## config.mk

```make
export PLATFORM = sky130hd
export DESIGN_NAME = dirh_bin_mem
export DESIGN_NICKNAME = d
export VERILOG_FILES = /design/src/design/dirh_pkg.sv /design/src/design/dirh_bin_mem.sv
export SDC_FILE = /design/constraint.sdc
export NUM_CORES = 2
export LEC_CHECK = 0
export BUFFER_PORTS_ARGS = -buffer_cell sky130_fd_sc_hd__buf_2
export CORE_MARGIN = 5
export CORE_UTILIZATION = 45
export DETAILED_ROUTE_END_ITERATION = 7
export SLEW_MARGIN = 20
export SYNTH_ARGS = -nofsm -noshare
export SYNTH_HDL_FRONTEND = slang
export SYNTH_SLANG_ARGS = --single-unit
```

## constraint.sdc

```tcl
create_clock -name clk_i -period 2.2 [get_ports clk_i]
set_input_delay 0.11 -clock clk_i [delete_from_list [all_inputs] [get_ports clk_i]]
set_output_delay 0.11 -clock clk_i [all_outputs]
set_load 0.01 [all_outputs]
```

## src/design/dirh_pkg.sv

```systemverilog
// Shared constants, trig and arctangent tables, and the bin memory control word.
package dirh_pkg;

  // Histogram geometry
  localparam int HALF_BINS = 180;
  localparam int FULL_BINS = 2 * HALF_BINS;
  localparam int BIN_AW = $clog2(HALF_BINS);
  localparam logic [BIN_AW-1:0] LAST_BIN = BIN_AW'(HALF_BINS - 1);
  localparam int COUNT_WIDTH_DEF = 16;

  // Field widths
  localparam int DIR_W = 8;
  localparam int MEAN_W = 24;
  localparam int LEN_W = 32;
  localparam int ANGLE_W = 16;
  localparam int TOTAL_W = 32;
  localparam logic [DIR_W-1:0] DIR_SPAN = DIR_W'(180);

  // Trig format
  localparam int TRIG_FRAC_BITS = 15;
  localparam int TRIG_W = TRIG_FRAC_BITS + 2;
  localparam logic [63:0] Q30_ONE = 64'd1 << 30;
  localparam logic [63:0] HALF_PI_Q30 = 64'd1686629713;

  // Series term divisors (2j)(2j+1) for j = 1..8
  localparam logic [7:0][63:0] SERIES_DIV = {
    64'd272, 64'd210, 64'd156, 64'd110, 64'd72, 64'd42, 64'd20, 64'd6
  };

  // Arctangent steps in Q.20 degrees
  localparam int CORDIC_STEPS = 24;
  localparam int STEP_W = $clog2(CORDIC_STEPS);
  localparam int DEG_FRAC = 20;
  localparam int ATAN_W = 26;
  localparam logic [CORDIC_STEPS-1:0][ATAN_W-1:0] ATAN_TAB = {
    26'd7, 26'd14, 26'd29, 26'd57, 26'd115, 26'd229, 26'd458, 26'd917,
    26'd1833, 26'd3667, 26'd7334, 26'd14668, 26'd29335, 26'd58671, 26'd117342,
    26'd234682, 26'd469358, 26'd938658, 26'd1876857, 26'd3750058, 26'd7471121,
    26'd14718068, 26'd27855475, 26'd47185920
  };

  typedef logic [HALF_BINS-1:0][TRIG_W-1:0] trig_tab_t;

  // Bin memory control word
  typedef struct packed {
    logic [BIN_AW-1:0] rd_addr;
    logic              wr_en;
    logic [BIN_AW-1:0] wr_addr;
    logic              clear;
  } dirh_mem_ctl_t;

  // Quarter-wave sine, nested series in unsigned Q30
  function automatic logic [63:0] sin_quarter(logic [63:0] u);
    logic [63:0] x;
    logic [63:0] x2;
    logic [63:0] t;
    x = (u * HALF_PI_Q30) >> 30;
    x2 = (x * x) >> 30;
    t = Q30_ONE;
    for (int j = 8; j >= 1; j--) begin
      t = Q30_ONE - (((x2 * t) >> 30) / SERIES_DIV[j-1]);
    end
    return (x * t) >> 30;
  endfunction

  // Signed trig value of a turn fraction
  function automatic logic [TRIG_W-1:0] trig_at(logic [63:0] f_in);
    logic [63:0] f;
    logic [63:0] q;
    logic [63:0] u;
    logic [63:0] m;
    f = f_in & 64'hFFFF_FFFF;
    q = f >> 30;
    u = f & (Q30_ONE - 64'd1);
    if (q[0]) begin
      u = Q30_ONE - u;
    end
    m = sin_quarter(u);
    m = (m + (64'd1 << (29 - TRIG_FRAC_BITS))) >> (30 - TRIG_FRAC_BITS);
    if (q[1]) begin
      m = 64'd0 - m;
    end
    return m[TRIG_W-1:0];
  endfunction

  function automatic trig_tab_t build_trig_tab(logic cos_sel);
    trig_tab_t tab;
    logic [63:0] f;
    for (int i = 0; i < HALF_BINS; i++) begin
      f = (64'(i) << 32) / FULL_BINS;
      tab[i] = trig_at(cos_sel ? f + Q30_ONE : f);
    end
    return tab;
  endfunction

  localparam trig_tab_t SIN_TAB = build_trig_tab(1'b0);
  localparam trig_tab_t COS_TAB = build_trig_tab(1'b1);

endpackage

```

## src/design/dirh_bin_mem.sv

```systemverilog
// Direction bin memory; per-entry valid bits let a clear empty it.
module dirh_bin_mem #(
  parameter int DataWidth = dirh_pkg::COUNT_WIDTH_DEF
) (
  input  logic                   clk_i,
  input  logic                   rst_ni,
  input  dirh_pkg::dirh_mem_ctl_t ctl_i,
  input  logic [DataWidth-1:0]   wr_data_i,
  output logic [DataWidth-1:0]   rd_data_o
);

  logic [DataWidth-1:0] mem [dirh_pkg::HALF_BINS];
  logic [dirh_pkg::HALF_BINS-1:0] valid_q;
  logic [DataWidth-1:0] rd_data_q;
  logic rd_valid_q;

  // Write and read the storage array
  always_ff @(posedge clk_i) begin
    if (ctl_i.wr_en) begin
      mem[ctl_i.wr_addr] <= wr_data_i;
    end
    rd_data_q <= mem[ctl_i.rd_addr];
  end

  // Track written entries, drop them all on clear
  always_ff @(posedge clk_i or negedge rst_ni) begin
    if (!rst_ni) begin
      valid_q <= '0;
      rd_valid_q <= 1'b0;
    end else begin
      rd_valid_q <= valid_q[ctl_i.rd_addr];
      if (ctl_i.clear) begin
        valid_q <= '0;
      end else if (ctl_i.wr_en) begin
        valid_q[ctl_i.wr_addr] <= 1'b1;
      end
    end
  end

  assign rd_data_o = rd_valid_q ? rd_data_q : '0;

endmodule

```

Word-level counts from Yosys, hierarchy flattened
Memory sizes are Yosys's and may differ from the RTL's. A register that Yosys moved wholly into a read port is not among the register bits.
Cells that the tools add are included.
{ "word_totals": {"ff_bits": 181, "mem_bits_rw": 2880, "inputBits": 36, "out_inout_bits": 16, "word_cells": 18, "memories": 1} }
{ "mem_list": {"columns": ["memory", "words", "word_bits", "rd", "rd_ports_with_merged_regs", "wr", "line_no", "text"], "rows": [
  ["mem", 180, 16, 1, 1, 1, "dirh_bin_mem.sv:12", "logic [DataWidth-1:0] mem [dirh_pkg::HALF_BINS];"]
]} }
{ "op_classes": {"magnitude_cmp": 3, "muxes": 9, "bitwise": 1, "reduce_logical": 2} }
{ "op_table": {"columns": ["op", "n"], "rows": [
  ["two-way mux 180 bit", 2],
  ["bitwise OR 180 bit", 1],
  ["less-than comparator 8 x 9 -> 1 bit, second input constant", 2],
  ["two-way mux 16 bit", 1],
  ["binary-select mux 1 bit (select 8 bit)", 1],
  ["demux 1 bit (select 8 bit)", 1],
  [">= comparator 8 x 1 -> 1 bit, second input constant", 1],
  ["two-way mux 1 bit", 4],
  ["nonzero test 2 bit", 1],
  ["logical AND 1 bit", 1]
]} }

Depth between registers and ports, before layout
{ "logic_depth": {"depth_word": 7, "depth_mapped": 14, "depth_no_buf": 7} }

Worst setup path after synthesis
No wires, ideal clock.
{ "synth_timing": {"kind": "in2reg", "start": "in ctl_i[10] in the netlist's numbering", "end": "reg rd_data_q[14], read port of mem", "setup_time_ps": 117, "arrival_ps": 2234, "required_time_ps": 2083, "path_slack_ps": -151, "stages": 10, "n_path_buf": 4, "cell_sequence": "buf_4 > buf_4 > buf_2 > buf_4 > mux4_2 > a22oi_1 > o2111ai_1 > a32oi_1 > nor2_1 > a22o_1"} }
{ "synth_rtl": {"columns": ["item", "line_no", "text"], "rows": [
  ["from (decl)", "dirh_bin_mem.sv:7", "input dirh_pkg::dirh_mem_ctl_t ctl_i,"],
  ["to (decl)", "dirh_bin_mem.sv:14", "logic [DataWidth-1:0] rd_data_q;"]
]} }

==> reports/results.ini <==
[status]
status=finished, violations left
violations=negative setup slack

[clocking]
clockBufferDepth=4
numClockSinks=3077
clk_latency_ns=0.96
cts_made_buffers=328
clockRootBuffer=clkbuf_16
ctsHtreeMaxLevel=5
clkTransAtPathRegs_ns=0.06
cts_tree=yes

[route]
first_pass_iters=6
antenna_left=0
route.met3.wl_mm=34.0
vias_per_cell=6.09
num_vias=63200
drt-initial-drc-count=8233
wl_met1_mm=138
remaining_drc_errors=0
wirelength_mm=350
wire_per_inst_um=33.7
routed.top_layer=met5
wl_met2_mm=165

[timing]
period_share_pct=108
max_slew_margin_pct=41.6
drv_slew=0
period_needed_ns=2.37
final.setup.worst_slack_ns=-0.169
fmax_mhz=422
rsz0062_at_grt=yes
whs_ns=0.0887
finClkSkew_ns=0.0594
tightest_slew_ns=0.864
setup-violations-final=11
hold_violations=0

[global_route]
antenna_found_initial=17
grt_first_pass_wirelength_mm=492
overflow=0
grt_pass1_vias=63000
grt_usage_pct=25.5
grt_max_degree=109

[placement]
hpwl_mm=223
dp_worst_setup_slack_ns=-1.19
place_congestion=0.897
place_area_um2=132000
io_buffers=51

[yosys]
synth_flop_cell=edfxtp_1
synth_warnings=0
synth_nets=5681
yosysUniqueCellTypes=65
syn_inst=5645
avgSynthCellArea_um2=21.0
syn_area_um2=119000
seq_area_frac_synth_pct=76.9
synthArstFlopShare_pct=5.88
synth_edf_count=2880
ys_ff_latch=3077

[floorplan]
start_util_pct=45.2
die_w_um=524
die_h_um=524
pin_count=52
core_um2=263000
dieArea_um2=274000
rows=188

[critical_path]
start_kind=flip-flop
r2r-start=mem[71][11]
r2r_cells=5
crit_fanout=1
path_cells=mux4_2 > mux4_2 > a221oi_4 > a211oi_2 > a21o_1
crit_path_end_kind=flip-flop
crit_arrival_ns=3.21
reg2reg_slack_ns=-0.17
required_ns=3.04
worst_path_most_repeated_cell=mux4_2
crit_type=flip-flop to flip-flop
cp_top_family=multiplexers
cp_slowest_cell=mux4_2
cpPeakStageDelay_ns=0.59
worst-path-buf-inv=0
regToRegEndpoint=rd_data_q[11]

[pwr]
finalPower_w=0.126
ir_worst_vdd_uv=682
leakage_nw=47.6
p_per_area_nw_per_um2=876

[hold_path]
hold_start=wr_data_i[7]
whs_path_depth=2
worstHoldEndpoint=mem[29][7]
holdCritPathClass=input pin to flip-flop

[finish]
drive_gt1_share_pct=35.4
layout.nets=6654
fin_area_um2=143000
area_growth_pct=20.8

[flow_run]
drv_cap=0

==> worst register-to-register path, stage by stage (launching register included) <==
cell and delay (ns):
edfxtp_1 0.36, mux4_2 0.48, mux4_2 0.59, a221oi_4 0.48, a211oi_2 0.15, a21o_1 0.18
==> through the flow <==
stage	utilization [%]	cells	TNS [ns]
floorplan	-	5645	-18.56
global placement	50.3	9773	-13.90
global route	54.7	10400	-1.53
detailed placement	50.3	9773	-13.89
finish	54.7	10400	-0.995
CTS	54.6	10400	-0.995
==> layout make-up <==
class	instances	area, um^2
clock buffer	419	8900
tap	3515	4400
multi-input combinational	2237	26700
inverter	7	36.3
sequential	3077	91300
fill	19900	119000
antenna	5	12.5
timing repair buffer	967	10600
clock inverter	158	1430
==> routing by layer <==
metal  vias to the layer above  track usage (%)
met1                     33900             36.1
met5                         -                0
met3                       581             5.65
met2                      3349             39.6
met4                         6             9.13
li1                      25400                -
==> timing repair <==
action                                 4_1_cts  5_1_grt
pin swaps                                   34       28
gates cloned                                 0        0
hold buffers                                35        0
endpoints found under the hold margin     3456        0
buffers inserted                             3        0
setup endpoints to repair                   33       17
gates resized for setup                    115       43
==> cells in the final DEF (no fill, tap or decap), drive strengths merged, types with 48 or more instances in the layout <==
cell,instances
dfrtp,181
nand2,170
nor2,525
mux4,746
buf,932
edfxtp,2880
clkbuf,420
o221ai,48
mux2i,223
a21oi,74
clkinv,116
==> cells in the mapped netlist, drive strengths merged, types with 6 or more instances <==
cell / instances / area share [%]
nor2: 525 / 1.7
o221ai: 48 / 0.35
clkbuf: 129 / 0.41
a22o: 6 / 0.044
a221oi: 45 / 0.33
a22oi: 45 / 0.28
mux4: 746 / 14
nand2: 170 / 0.54
nor2b: 21 / 0.11
buf: 195 / 1.1
o211ai: 11 / 0.070
nand4: 12 / 0.063
o21ai: 44 / 0.19
edfxtp: 2880 / 73
o21ba: 26 / 0.22
mux2i: 223 / 1.9
dfrtp: 181 / 3.8
a21oi: 74 / 0.31
o22ai: 32 / 0.17
a211oi: 23 / 0.15
nand3: 42 / 0.18
a31oi: 20 / 0.11
dfxtp: 16 / 0.27
and2: 25 / 0.13
nor3: 21 / 0.089
nor4: 6 / 0.032
mux2: 6 / 0.057
==> registers in the layout (all words and copies together), names as in the netlist <==
register,count
mem,2880
valid_q,180
rd_data_q,16
rd_valid_q,1
==> worst max-delay path by stage <==
stage	start	endpoint	slack, ns	cells after the start
global placement	ctl_i[10]	rd_data_q[15]	-1.18	11
floorplan	ctl_i[2]	mem[174][0]	-0.04	5
global route	mem[71][11]	rd_data_q[11]	-0.26	5
CTS	mem[71][11]	rd_data_q[11]	-0.16	5
detailed placement	ctl_i[10]	rd_data_q[15]	-1.19	11
finish	mem[71][11]	rd_data_q[11]	-0.17	5
==> power breakdown <==
group,internal [W],switching [W]
clock network,0.0314,0.0221
logic,0.00306,0.00484
registers,0.0641,0.0000753
==> cells by family (layout without fill, tap and decap cells) <==
group,after synthesis,after routing,synth area share (%)
buffers and inverters,331,1551,1.50
AO/OA/AOI/OAI,425,425,2.60
AND/OR/NAND/NOR,837,837,2.89
flip-flops,3077,3077,76.9
multiplexers,975,975,16.1
other,0,5,0
(Power assumes the default switching activity.)
